**src/rtl/vcoca_pkg.sv**
```systemverilog
// Shared types for the VC output credit allocator: request codes, item, command and result structs.
package vcoca_pkg;

    typedef enum logic [1:0] {
        REQ_VC      = 2'd0,
        REQ_SWITCH  = 2'd1,
        REQ_RELEASE = 2'd2,
        REQ_CREDIT  = 2'd3
    } req_kind_t;

    // Index width that covers every entry reachable through 3-bit port and 2-bit VC fields
    localparam int unsigned ENTRY_IDX_W = 5;

    typedef struct packed {
        req_kind_t   req_type;
        logic [1:0]  vc_id;
        logic [2:0]  dest_port;
        logic [2:0]  in_port;
        logic [3:0]  credit_amount;
    } item_t;

    typedef struct packed {
        logic                   hit;
        req_kind_t              kind;
        logic [ENTRY_IDX_W-1:0] idx;
        logic [2:0]             dest_port;
        logic [2:0]             in_port;
        logic [3:0]             amount;
    } cmd_t;

    typedef struct packed {
        logic       grant_valid;
        logic [2:0] grant_to_input;
        logic [2:0] grant_out_port;
        logic       protocol_error;
    } result_t;

endpackage

```
**src/rtl/vc_output_credit_allocator.sv**
```systemverilog
// A request is written into the command queue, executed by the back end from its head, and its
// result is written into the result queue, from which it is popped.
// Throughput: one request per cycle while neither queue is full; the back end executes one
// command per cycle from a two-entry command queue into a two-entry result queue.
// Reset (rst_n low, asynchronous) clears both queues and sets every entry idle,
// with zero credits and owner zero.
// Top level: VC output credit allocator, front classifier, command queue, back end, result queue.
module vc_output_credit_allocator #(
    parameter int unsigned NUM_PORTS  = 8,
    parameter int unsigned NUM_VCS    = 4,
    parameter int unsigned CREDIT_MAX = 255
) (
    input  logic               clk,
    input  logic               rst_n,
    input  logic               push,
    output logic               full,
    input  vcoca_pkg::item_t   item,
    input  logic               pop,
    output logic               empty,
    output vcoca_pkg::result_t result
);

    localparam int unsigned CMD_W = $bits(vcoca_pkg::cmd_t);
    localparam int unsigned RES_W = $bits(vcoca_pkg::result_t);

    vcoca_pkg::cmd_t    front_cmd;
    vcoca_pkg::cmd_t    back_cmd;
    vcoca_pkg::result_t back_res;
    logic               cmd_empty;
    logic               cmd_take;
    logic               res_full;
    logic               res_write;
    logic [CMD_W-1:0]   cmd_rd_data;
    logic [RES_W-1:0]   res_rd_data;

    vcoca_front #(
        .NUM_PORTS (NUM_PORTS),
        .NUM_VCS   (NUM_VCS)
    ) u_front (
        .item (item),
        .cmd  (front_cmd)
    );

    vcoca_fifo #(
        .WIDTH (CMD_W),
        .DEPTH (2)
    ) u_cmd_q (
        .clk     (clk),
        .rst_n   (rst_n),
        .wr_en   (push),
        .wr_data (front_cmd),
        .full    (full),
        .rd_en   (cmd_take),
        .rd_data (cmd_rd_data),
        .empty   (cmd_empty)
    );

    assign back_cmd = vcoca_pkg::cmd_t'(cmd_rd_data);

    vcoca_back #(
        .NUM_PORTS  (NUM_PORTS),
        .NUM_VCS    (NUM_VCS),
        .CREDIT_MAX (CREDIT_MAX)
    ) u_back (
        .clk       (clk),
        .rst_n     (rst_n),
        .cmd_valid (!cmd_empty),
        .cmd       (back_cmd),
        .cmd_take  (cmd_take),
        .res_full  (res_full),
        .res_write (res_write),
        .res       (back_res)
    );

    // hold finished results until the consumer takes the transfer
    vcoca_fifo #(
        .WIDTH (RES_W),
        .DEPTH (2)
    ) u_res_q (
        .clk     (clk),
        .rst_n   (rst_n),
        .wr_en   (res_write),
        .wr_data (back_res),
        .full    (res_full),
        .rd_en   (pop),
        .rd_data (res_rd_data),
        .empty   (empty)
    );

    assign result = vcoca_pkg::result_t'(res_rd_data);

endmodule

```
**src/rtl/vcoca_fifo.sv**
```systemverilog
// Small register queue with show-ahead head, used between the stages and at the result side.
module vcoca_fifo #(
    parameter int unsigned WIDTH = 8,
    parameter int unsigned DEPTH = 2
) (
    input  logic             clk,
    input  logic             rst_n,
    input  logic             wr_en,
    input  logic [WIDTH-1:0] wr_data,
    output logic             full,
    input  logic             rd_en,
    output logic [WIDTH-1:0] rd_data,
    output logic             empty
);

    localparam int unsigned AW    = (DEPTH > 1) ? $clog2(DEPTH) : 1;
    localparam int unsigned CNT_W = $clog2(DEPTH + 1);

    logic [WIDTH-1:0] mem_reg [DEPTH];
    logic [AW-1:0]    wr_ptr_reg;
    logic [AW-1:0]    wr_ptr_next;
    logic [AW-1:0]    rd_ptr_reg;
    logic [AW-1:0]    rd_ptr_next;
    logic [CNT_W-1:0] count_reg;
    logic [CNT_W-1:0] count_next;
    logic             do_wr;
    logic             do_rd;

    assign full    = (count_reg == CNT_W'(DEPTH));
    assign empty   = (count_reg == '0);
    assign do_wr   = wr_en && !full;
    assign do_rd   = rd_en && !empty;
    assign rd_data = mem_reg[rd_ptr_reg];

    always_comb
    begin
        wr_ptr_next = wr_ptr_reg;
        rd_ptr_next = rd_ptr_reg;
        count_next  = count_reg;
        if (do_wr)
        begin
            wr_ptr_next = (wr_ptr_reg == AW'(DEPTH - 1)) ? '0 : wr_ptr_reg + AW'(1);
        end
        if (do_rd)
        begin
            rd_ptr_next = (rd_ptr_reg == AW'(DEPTH - 1)) ? '0 : rd_ptr_reg + AW'(1);
        end
        if (do_wr && !do_rd)
        begin
            count_next = count_reg + CNT_W'(1);
        end
        else if (do_rd && !do_wr)
        begin
            count_next = count_reg - CNT_W'(1);
        end
    end

    always_ff @(posedge clk or negedge rst_n)
    begin
        if (!rst_n)
        begin
            wr_ptr_reg <= '0;
            rd_ptr_reg <= '0;
            count_reg  <= '0;
        end
        else
        begin
            wr_ptr_reg <= wr_ptr_next;
            rd_ptr_reg <= rd_ptr_next;
            count_reg  <= count_next;
        end
    end

    always_ff @(posedge clk)
    begin
        if (do_wr)
        begin
            mem_reg[wr_ptr_reg] <= wr_data;
        end
    end

endmodule

```
**src/rtl/vcoca_front.sv**
```systemverilog
// Front end: range check and entry index for each incoming request.
module vcoca_front #(
    parameter int unsigned NUM_PORTS = 8,
    parameter int unsigned NUM_VCS   = 4
) (
    input  vcoca_pkg::item_t item,
    output vcoca_pkg::cmd_t  cmd
);

    // Only VCs 0..3 are reachable, so the table packs entries with that stride
    localparam int unsigned VC_EFF = (NUM_VCS < 4) ? NUM_VCS : 4;

    logic in_range;

    assign in_range = (int'(item.dest_port) < int'(NUM_PORTS))
                   && (int'(item.vc_id) < int'(NUM_VCS));

    always_comb
    begin
        cmd.hit       = in_range;
        cmd.kind      = item.req_type;
        cmd.idx       = vcoca_pkg::ENTRY_IDX_W'(int'(item.dest_port) * int'(VC_EFF)
                                                + int'(item.vc_id));
        cmd.dest_port = item.dest_port;
        cmd.in_port   = item.in_port;
        cmd.amount    = item.credit_amount;
    end

endmodule

```
**src/rtl/vcoca_back.sv**
```systemverilog
// Back end: per-entry active, owner and credit state; executes one command and forms its result.
module vcoca_back #(
    parameter int unsigned NUM_PORTS  = 8,
    parameter int unsigned NUM_VCS    = 4,
    parameter int unsigned CREDIT_MAX = 255
) (
    input  logic                clk,
    input  logic                rst_n,
    input  logic                cmd_valid,
    input  vcoca_pkg::cmd_t     cmd,
    output logic                cmd_take,
    input  logic                res_full,
    output logic                res_write,
    output vcoca_pkg::result_t  res
);

    localparam int unsigned PORT_EFF = (NUM_PORTS < 8) ? NUM_PORTS : 8;
    localparam int unsigned VC_EFF   = (NUM_VCS < 4) ? NUM_VCS : 4;
    localparam int unsigned ENTRIES  = PORT_EFF * VC_EFF;
    localparam int unsigned IDX_W    = (ENTRIES > 1) ? $clog2(ENTRIES) : 1;
    localparam int unsigned CW       = $clog2(CREDIT_MAX + 1);
    localparam int unsigned SW       = ((CW > 4) ? CW : 4) + 1;

    logic          active_reg [ENTRIES];
    logic [CW-1:0] credit_reg [ENTRIES];
    logic [2:0]    owner_reg  [ENTRIES];

    logic [IDX_W-1:0] idx;
    logic             cur_active;
    logic [CW-1:0]    cur_credit;
    logic [2:0]       cur_owner;
    logic [SW-1:0]    credit_sum;
    logic             ent_wr;
    logic             active_next;
    logic [CW-1:0]    credit_next;
    logic [2:0]       owner_next;

    assign cmd_take   = cmd_valid && !res_full;
    assign res_write  = cmd_take;
    assign idx        = cmd.idx[IDX_W-1:0];
    assign cur_active = active_reg[idx];
    assign cur_credit = credit_reg[idx];
    assign cur_owner  = owner_reg[idx];
    assign credit_sum = SW'(cur_credit) + SW'(cmd.amount);

    always_comb
    begin
        res         = '0;
        ent_wr      = 1'b0;
        active_next = cur_active;
        credit_next = cur_credit;
        owner_next  = cur_owner;
        if (cmd.hit)
        begin
            unique case (cmd.kind) inside
                vcoca_pkg::REQ_CREDIT:
                begin
                    ent_wr      = 1'b1;
                    credit_next = (credit_sum > SW'(CREDIT_MAX)) ? CW'(CREDIT_MAX)
                                                                 : credit_sum[CW-1:0];
                end
                vcoca_pkg::REQ_VC:
                begin
                    if (cur_credit != '0 && !cur_active)
                    begin
                        ent_wr             = 1'b1;
                        active_next        = 1'b1;
                        owner_next         = cmd.in_port;
                        credit_next        = cur_credit - CW'(1);
                        res.grant_valid    = 1'b1;
                        res.grant_to_input = cmd.in_port;
                        res.grant_out_port = cmd.dest_port;
                    end
                end
                vcoca_pkg::REQ_SWITCH, vcoca_pkg::REQ_RELEASE:
                begin
                    // no credits: drop silently, ahead of the ownership check
                    if (cur_credit != '0)
                    begin
                        if (!cur_active || cur_owner != cmd.in_port)
                        begin
                            res.protocol_error = 1'b1;
                        end
                        else
                        begin
                            ent_wr             = 1'b1;
                            credit_next        = cur_credit - CW'(1);
                            res.grant_valid    = 1'b1;
                            res.grant_to_input = cur_owner;
                            res.grant_out_port = cmd.dest_port;
                            if (cmd.kind == vcoca_pkg::REQ_RELEASE)
                            begin
                                active_next = 1'b0;
                                owner_next  = '0;
                            end
                        end
                    end
                end
                default:
                begin
                    ent_wr = 1'b0;
                end
            endcase
        end
    end

    always_ff @(posedge clk or negedge rst_n)
    begin
        if (!rst_n)
        begin
            for (int e = 0; e < int'(ENTRIES); e++)
            begin
                active_reg[e] <= 1'b0;
                credit_reg[e] <= '0;
                owner_reg[e]  <= '0;
            end
        end
        else if (cmd_take && ent_wr)
        begin
            active_reg[idx] <= active_next;
            credit_reg[idx] <= credit_next;
            owner_reg[idx]  <= owner_next;
        end
    end

endmodule
```
**config.mk**
```make
export PLATFORM = sky130hd
export DESIGN_NAME = vc_output_credit_allocator
export DESIGN_NICKNAME = d
export VERILOG_FILES = /design/src/rtl/vcoca_pkg.sv /design/src/rtl/vc_output_credit_allocator.sv /design/src/rtl/vcoca_fifo.sv /design/src/rtl/vcoca_front.sv /design/src/rtl/vcoca_back.sv
export SDC_FILE = /design/constraint.sdc
export NUM_CORES = 1
export LEC_CHECK = 0
export ABC_CLOCK_PERIOD_IN_PS = 5600
export BUFFER_PORTS_ARGS = -buffer_cell sky130_fd_sc_hd__buf_2
export CAP_MARGIN = 25
export CORE_UTILIZATION = 60
export CTS_CLUSTER_DIAMETER = 80
export DETAILED_ROUTE_END_ITERATION = 12
export GPL_TIMING_DRIVEN = 0
export PLACE_DENSITY = 0.75
export RECOVER_POWER = 50
export SYNTH_ARGS = -nofsm -noshare
export SYNTH_HDL_FRONTEND = slang
export SYNTH_HIERARCHICAL = 1
export SYNTH_SLANG_ARGS = --single-unit
```
**constraint.sdc**
```tcl
create_clock -name clk -period 5.6 [get_ports clk]
set_input_delay 1.12 -clock clk [delete_from_list [all_inputs] [get_ports clk]]
set_output_delay 1.12 -clock clk [all_outputs]
set_load 0.02 [all_outputs]
```
# After elaboration in Yosys (flattened, before gate mapping)
# Memories as Yosys holds them, arrays and structs flattened.
# Index checks and enable logic that the tools add are counted.
# W data, S select, Z words.
# totals
elab_cells	214
out_inout_bits	10
mem_count	2
register_bits	392
ramBits	50
in_bits	18
# memory_table
memory	words	width	read_ports	rd_clocked_by_memory_dff	write_ports	line_no	source
u_cmd_q.mem_reg	2	17	1	0	1	vcoca_fifo.sv:19	logic [WIDTH-1:0] mem_reg [DEPTH];
u_res_q.mem_reg	2	8	1	0	1	vcoca_fifo.sv:19	
# op_classes
n_eq_ne	6
bitwise_logic	1
reduce_logical	29
n_lt_le_gt_ge	3
addsub	11
mux	60
# ops
op	n
$bwmux W256	1
$bwmux W96	1
$mux W8	10
$bmux W8 S5	1
$demux W8 S5	1
$bwmux W32	1
$mux W3	8
$pmux W8 S3	1
$mux W1	22
$bmux W3 S5	1
$demux W3 S5	1
$mux W7	2
$pmux W7 S2	1
$logic_and A1 B1 Y1	12
$add A8 B4 Y9	1
$gt A9 B8 Y1 const B	1
$logic_not A1 Y1	9
$eq A2 B2 Y1 const B	4
$mux W2	4
$reduce_bool A8 Y1	1
$sub A8 B1 Y8 const B	1
$ge A6 B6 Y1 const B	1
$logic_not A2 Y1	3
$lt A6 B1 Y1 const B	1
15 further kinds	21

# Logic depth before layout (Yosys ltp)
# Gate-level depths: netlist (run 1).
# An unclocked memory read counts as a cell.
# logic_depth
ltp_word	12
mapped_depth	27
mapped_depth_nobuf	18

# Modules after synthesis
# Netlist (run 1), hierarchy kept.
# modules_own_cells
module	cells_per_inst	seq_area_each_um2	n_inst	area_per_inst_um2
vcoca_back	1932	9609.2	1	19239.7
vcoca_fifo at u_cmd_q	75	1181.1	1	1545.2
vcoca_fifo at u_res_q	44	580.6	1	774.5
vcoca_front	19	0.0	1	138.9
vc_output_credit_allocator	1	0.0	1	3.8

# Least setup slack after synthesis (run 1)
# Ideal clock, no wire load.
# synth_path
path_type	register to register
start	reg u_cmd_q.rd_ptr_reg
end	reg u_back/credit_reg[84] (netlist name)
path_buffers	10
stages_incl_launch_ff	28
t_arrival_ns	4.847
slack_ns	0.621
t_required_ns	5.468
setup_ns	0.132
synth_period_minus_slack_ns	4.979
cell_sequence	dfrtp_1 -> buf_6 -> buf_12 -> mux2_4 -> buf_2 -> buf_6 -> buf_6 -> buf_6 -> buf_6 -> buf_2 -> mux2i_1 -> o22ai_1 -> nor4_1 -> and2_1 -> inv_1 -> ha_1 -> inv_1 -> fa_1 -> inv_1 -> a21oi_1 -> o21bai_1 -> a21boi_0 -> o31ai_1 -> a21oi_1 -> nor4bb_1 -> clkbuf_1 -> buf_2 -> o41ai_1
# synth_rtl
element	line_no	source
start: declaration	vcoca_fifo.sv:22	logic [AW-1:0] rd_ptr_reg;
start signal: assignment	vcoca_fifo.sv:69	rd_ptr_reg <= rd_ptr_next;
end signal: indexed assignment	vcoca_back.sv:121	credit_reg[idx] <= credit_next;
end: declaration	vcoca_back.sv:25	logic [CW-1:0] credit_reg [ENTRIES];

==> results of run 1 <==
## metal layers
metal,wire length (um),part of all wire [%],GRT usage [%]
met5,18,0.022,0.549
met4,4240,5.3,20.2
met3,11500,14,16.8
met2,32800,41,60.4
met1,31500,39,61.1
## worst max-delay path, delay by kind of cell, from the launching register on
family,cells,cell delay [ns]
muxes,2,0.74
DFF,1,0.37
buffers and inverters,7,1.71
and+or+nand+nor,3,0.97
AOI/OAI and AO/OA,5,1.63
## layout by cell type, fill, tap and decap left out, types with 8 or more instances in the layout
cell,instances
nor4_2,8
clkbuf_2,22
inv_1,48
clkbuf_4,19
a2111oi_4,14
clkbuf_8,10
clkbuf_1,29
nor4_4,9
dfrtp_1,392
buf_6,18
mux2i_1,196
nand3_1,23
o211ai_1,10
nand2_1,226
a21oi_2,34
edfxtp_1,52
nor2_1,192
o22ai_1,105
buf_2,72
buf_4,59
mux2_4,9
clkinv_2,8
o21ai_1,70
ha_1,10
a21oi_1,154
clkbuf_16,49
mux2_2,10
and3_1,10
o41ai_1,17
o21ai_0,127
## what timing repair did
action	CTS	global route
endpoints found under the hold margin	0	0
pin swaps	6	5
hold buffers	0	0
endpoints found under the setup margin	390	376
gates cloned	0	0
setup buffers	6	10
gates resized for setup	83	65
## worst min-delay path by stage
stage                                start                endpoint  slack, ns
floorplan           u_back/credit_reg[148]  u_back/credit_reg[148]       0.44
global placement     u_back/credit_reg[44]   u_back/credit_reg[44]       0.46
detailed placement  u_back/credit_reg[148]  u_back/credit_reg[148]       0.46
CTS                                  rst_n      u_res_q/rd_ptr_reg       0.40
global route        u_back/credit_reg[164]  u_back/credit_reg[164]       0.50
finish              u_back/credit_reg[164]  u_back/credit_reg[164]       0.47
## power by group through the flow
| stage | combinational, mW | clock (mW) | sequential, mW |
|---|---|---|---|
| after global routing | 6.77 | 3.31 | 4.46 |
| final | 6.54 | 3.17 | 4.40 |
| after floorplan | 3.90 | 0 | 4.32 |
| after global placement | 5.71 | 0 | 4.39 |
| after CTS | 6.12 | 3.19 | 4.38 |
| after detailed placement | 5.81 | 0 | 4.43 |
## synthesized netlist by cell type (6+ instances only)
cell	n	share of area (%)
dfrtp_1	392	45
nand4_1	6	0.17
and3_1	10	0.29
mux2_4	9	0.62
and2_1	6	0.17
nand4bb_1	6	0.31
nand3_1	23	0.53
nor2_1	193	3.3
buf_6	22	1.1
nor3_1	8	0.18
buf_2	68	1.6
mux2_2	10	0.52
nor4_1	18	0.52
inv_1	48	0.83
a21oi_2	30	1.2
o211ai_1	10	0.35
o21ai_0	128	3.0
mux2i_1	206	9.5
o22ai_1	108	3.1
clkbuf_1	43	0.74
o41ai_1	17	0.69
a2111oi_4	14	1.8
nand2_1	226	3.9
a211oi_2	6	0.35
ha_1	10	0.58
a21oi_1	159	3.7
o21ai_1	72	1.7
mux2_1	7	0.36
edfxtp_1	52	7.2
xnor2_1	7	0.28
buf_4	51	1.8
## cell families (layout without fill, tap and decap cells)
family / Yosys count / count (layout) / synth area share [%]
other: 1 / 2 / 0.0173
XOR/XNOR: 12 / 12 / 0.484
flip-flops: 444 / 444 / 52.4
buffers and inverters: 237 / 355 / 6.22
AND/OR/NAND/NOR: 542 / 542 / 11.5
multiplexers: 232 / 232 / 11.0
adder cells (fa/ha/maj): 11 / 11 / 0.669
AO/OA/AOI/OAI: 592 / 592 / 17.7
## layout make-up
class / instances / area [sq um] / share of cell area [%]
Sequential cell: 444 / 11400 / 46.3
Multi-Input combinational cell: 1390 / 9330 / 38.0
Clock buffer: 69 / 1400 / 5.71
Buffer: 187 / 1290 / 5.27
Tap cell: 461 / 577 / 2.35
Timing Repair Buffer: 34 / 236 / 0.963
Inverter: 49 / 184 / 0.749
Clock inverter: 16 / 165 / 0.672
Antenna cell: 1 / 2.50 / 0.0102
## stage by stage
step | std cells | total power [mW] | setup slack (ns)
finish | 2651 | 14.1 | 0.0199
global route | 2650 | 14.5 | -0.104
CTS | 2640 | 13.7 | 0.0122
detailed placement | 2550 | 10.2 | -1.16
global placement | 2545 | 10.1 | -4.13
floorplan | 2071 | 8.23 | 0.621
==> flow_summary_export.csv, run 1 <==
group,metric,value,unit
die,initial_utilization,61.0,%
setup_path,critPathSlowestCell,"nor4_4",
global_routing,grt_max_degree,125,
die,die_x,192,um
synth,avgSynthCellArea,10.5,sq um
setup_path,max_stage_delay,0.63,ns
sta,tns,0,ns
synth,ys_types,85,
synth,ys_seq_area_share,52.4,%
sta,tightest_slew,2.66,ns
setup_path,crit_fanout,14,
synth,syn-instance-count,2071,
setup_path,crit_path_end,"u_back/credit_reg[166]",
clock_tree,cts.clk_slew.worst_paths,0.06,ns
setup_path,cp-end-kind,"flop",
pwr,power_density,575,nW/um^2
setup_path,cp.required,6.10,ns
setup_path,crit_type,"flop to flop",
synth,ys_ff_latch,444,
pwr,p_int,7.97,mW
cells_and_area,syn2layout_area_growth,13.2,%
detailed_routing,vias_per_cell,6.80,
clock_tree,cts_tree,"yes",
synth,synth_area,21700,sq um
cells_and_area,final_area,24600,sq um
outcome,violations,"max-capacitance violations, max-slew violations",
setup_path,worstSetupStartpointType,"flop",
die,num_io_pins,28,
synth,synthArstFlopShare,88.3,%
global_routing,grt_pass1_vias,16800,
cells_and_area,postLayoutCoreUtil,69.0,%
detailed_routing,vias,18036,
setup_path,ff2ff_path_depth,17,
detailed_routing,wirelength,80100,um
clock_tree,cts_htree_levels,2,
sta,holdWs,0.475,ns
detailed_routing,drt-wirelength-per-cell,30.2,um
clock_tree,cts_buffer_depth,3,
detailed_routing,ant_nets,0,
die,design.core.area,35600,sq um
sta,hold_viol_final,0,
setup_path,rrSetupSlack,0.02,ns
worst_hold_path,hp-class,"flop to flop",
sta,slew_headroom,-77.6,%
outcome,status,"finished with violations",
synth,synth_flop_cell,"dfrtp_1",
run,drv_cap,4,
clock_tree,numCtsBuffers,47,
setup_path,critPathArrivalTime,6.08,ns
setup_path,rr_startpoint,"u_cmd_q/rd_ptr_reg",
cells_and_area,drive_gt1_share,19.1,%
placement,portBuffers,13,
global_routing,grt_pass1_wl,114000,um
die,rows,69,
detailed_routing,drt-pass1-iter-count,6,
sta,finalSetupViolations,0,
pwr,swShare,43.6,%
synth,yosysWarningCount,6,
detailed_routing,drtIter0Drc,2663,
placement,placed_area,22500,sq um
detailed_routing,drc,0,
die,die_h,192,um
sta,drv_slew,292,
clock_tree,clk_latency,0.60,ns
pwr,clockPowerShare,22.5,%
cells_and_area,largest_reg_flops,256,
pwr,p_switching,6.15,mW
synth,syn_nets,2100,
global_routing,grt_use_total,44.0,%
sta,timing.final.crit_share,99.6,%
synth,synth_edf_count,52,
clock_tree,root_buffer,"clkbuf_16",
sta,timing.fmax,179,MHz
placement,gp_congestion,1.00,
pwr,power_frac_seq,31.2,%
sta,rsz0062_at_grt,"yes",
pwr,leakage,10.8,nW
placement,place_hpwl,55800,um
global_routing,antenna_found_initial,2,
cells_and_area,nNetsFinal,2182,
die,dieArea,36900,sq um
global_routing,grt-ovfl-total,0,
cells_and_area,fillCellCount,2775,
setup_path,cp_cell_sequence,"buf_6 > buf_12 > mux2_4 > buf_2 > buf_12 > buf_12 > buf_16 > mux2i_1 > o22ai_1 > nor4_4 > a21boi_0 > o211a_2 > nor3b_4 > o21ai_0 > clkbuf_1 > nand2_1 > o21ai_0",
setup_path,cp-startpoint,"u_cmd_q/rd_ptr_reg",
worst_hold_path,holdPathStages,2,
setup_path,crit_top_cell,"buf_12",
pwr,peakVddDrop,0.408,mV
setup_path,rr_endpoint,"u_back/credit_reg[166]",
sta,fin_worst_skew,0.0234,ns
sta,final.min_clock_period,5.58,ns
pwr,power_frac_comb,46.3,%
clock_tree,clock_sinks,444,
(Power assumes the default switching activity.)
==> run 2, diff against run 1 <==
--- a/config.mk
+++ b/config.mk
@@ -12,7 +12,7 @@
 export CTS_CLUSTER_DIAMETER = 80
 export DETAILED_ROUTE_END_ITERATION = 12
 export GPL_TIMING_DRIVEN = 0
-export PLACE_DENSITY = 0.75
+export PLACE_DENSITY = 0.83
 export RECOVER_POWER = 50
 export SYNTH_ARGS = -nofsm -noshare
 export SYNTH_HDL_FRONTEND = slang
==> flow_summary_export.csv, run 2 (synthesis results as in run 1) <==
group,metric,value,unit
setup_path,cp-end-kind,"flop",
clock_tree,clock_sinks,444,
sta,rsz0062_at_grt,"yes",
global_routing,grt_pass1_wl,115000,um
run,drv_cap,3,
clock_tree,cts_htree_levels,2,
detailed_routing,wirelength,80200,um
clock_tree,root_buffer,"clkbuf_16",
worst_hold_path,hp-class,"flop to flop",
placement,portBuffers,13,
sta,fin_worst_skew,0.0226,ns
setup_path,crit_top_cell,"buf_6",
placement,place_hpwl,54600,um
pwr,p_switching,6.15,mW
pwr,power_frac_comb,46.2,%
cells_and_area,nNetsFinal,2179,
detailed_routing,vias_per_cell,6.85,
sta,finalSetupViolations,0,
detailed_routing,drt-wirelength-per-cell,30.3,um
setup_path,critPathArrivalTime,6.03,ns
cells_and_area,syn2layout_area_growth,12.7,%
pwr,power_frac_seq,31.6,%
die,design.core.area,35600,sq um
setup_path,critPathSlowestCell,"nor4_4",
die,die_h,192,um
pwr,power,14.0,mW
sta,tightest_slew,2.25,ns
sta,timing.fmax,179,MHz
detailed_routing,vias,18152,
sta,final.min_clock_period,5.59,ns
die,dieArea,36900,sq um
pwr,p_int,7.83,mW
outcome,status,"finished with violations",
setup_path,crit_fanout,10,
die,rows,69,
placement,placed_area,22500,sq um
outcome,violations,"max-capacitance violations, max-slew violations",
pwr,power_density,572,nW/um^2
die,initial_utilization,61.0,%
detailed_routing,drt-pass1-iter-count,6,
clock_tree,cts_tree,"yes",
cells_and_area,multiInputGateArea,9280,sq um
cells_and_area,fillCellCount,2657,
setup_path,max_stage_delay,0.50,ns
cells_and_area,final_area,24500,sq um
setup_path,ff2ff_path_depth,21,
cells_and_area,drive_gt1_share,18.3,%
cells_and_area,layout_common_cells,"dfrtp_1 (392), nand2_1 (226), mux2i_1 (200), nor2_1 (193), a21oi_1 (153)",
clock_tree,numCtsBuffers,46,
detailed_routing,ant_nets,0,
clock_tree,clk_latency,0.60,ns
pwr,peakVddDrop,0.440,mV
global_routing,grt_max_degree,128,
sta,hold_viol_final,0,
die,num_io_pins,28,
clock_tree,cts.clk_slew.worst_paths,0.06,ns
global_routing,grt_pass1_vias,17370,
sta,timing.final.crit_share,99.8,%
worst_hold_path,holdPathStages,2,
pwr,clockPowerShare,22.2,%
cells_and_area,largest_reg_flops,256,
setup_path,cp_cell_sequence,"buf_6 > buf_12 > mux2_4 > buf_6 > buf_6 > buf_6 > mux2i_1 > o22ai_1 > nor4_4 > nand2_2 > ha_1 > a21oi_1 > o21bai_1 > a21bo_2 > or3_1 > o311ai_1 > o41ai_1 > a21oi_2 > buf_4 > buf_4 > a21oi_1",
cells_and_area,layout.area.seq,11400,sq um
setup_path,cp.required,6.04,ns
sta,slew_headroom,-50.3,%
setup_path,worstSetupStartpointType,"flop",
global_routing,grt_use_total,44.3,%
detailed_routing,drc,0,
sta,tns,0,ns
placement,gp_congestion,1.04,
detailed_routing,drtIter0Drc,2601,
sta,drv_slew,175,
global_routing,grt-ovfl-total,0,
pwr,swShare,44.0,%
die,die_x,192,um
pwr,leakage,10.8,nW
setup_path,crit_type,"flop to flop",
clock_tree,cts_buffer_depth,3,
global_routing,antenna_found_initial,3,
cells_and_area,final_common_cell,"dfrtp_1",
## run 2: final timing paths
check,slack (ns),startpoint,end
max reg2reg,0.01,u_cmd_q/rd_ptr_reg,u_back/credit_reg[135]
max in group asynchronous,0.98,rst_n,u_back/credit_reg[217]
max,0.01,u_cmd_q/rd_ptr_reg,u_back/credit_reg[135]
min in group asynchronous,1.19,rst_n,u_res_q/count_reg[1]
min reg2reg,0.48,u_back/credit_reg[116],u_back/credit_reg[116]
min,0.48,u_back/credit_reg[116],u_back/credit_reg[116]
## run 2: cell type report
class	count	share of cell area, %
Multi-Input combinational cell	1390	37.9
Tap cell	461	2.36
Buffer	186	5.18
Antenna cell	1	0.0102
Sequential cell	444	46.5
Clock inverter	16	0.690
Clock buffer	68	5.55
Inverter	49	0.752
Timing Repair Buffer	33	1.06
## run 2: repair_timing
item                       4_1_cts  5_1_grt
hold buffers                     0        0
buffers inserted                 5       10
setup endpoints to repair      392      377
pin swaps                        4        8
gates resized for setup         76       52
cloned                           0        0
## run 2: metrics by stage
| stage | hold WS, ns | cells | util (%) | setup slack (ns) |
|---|---|---|---|---|
| 3_3_place_gp | 0.457 | 2545 | 62.8 | -4.10 |
| 4_1_cts | 0.393 | 2637 | 68.3 | -0.00327 |
| 3_5_place_dp | 0.464 | 2549 | 63.1 | -1.41 |
| 6_report | 0.478 | 2648 | 68.8 | 0.0111 |
| 5_1_grt | 0.492 | 2647 | 68.8 | -0.0257 |
| 2_1_floorplan | 0.443 | 2071 | - | 0.621 |
## run 2: power by group through the flow
stage | sequential (mW) | combinational, mW | clock, mW
after detailed placement | 4.43 | 5.78 | 0
final | 4.42 | 6.46 | 3.11
after floorplan | 4.32 | 3.90 | 0
after global placement | 4.39 | 5.68 | 0
after CTS | 4.39 | 6.05 | 3.12
after global routing | 4.48 | 6.69 | 3.25
## run 2: critical path, delay by kind of cell (launching register included)
family	cells	cell delay, ns
and+or+nand+nor	3	1.01
adders and majority gates	1	0.42
muxes	2	0.66
DFF	1	0.38
buffers and inverters	7	1.42
AOI/OAI and AO/OA	8	1.50
## run 2: metal layers
layer  GRT usage (%)  wire, um  vias up
met2            60.5     32900     1351
li1                -         -     7534
met4            25.1      5030        0
met5            1.10         0        -
met1            59.0     30300     8945
met3            18.3     12000      322
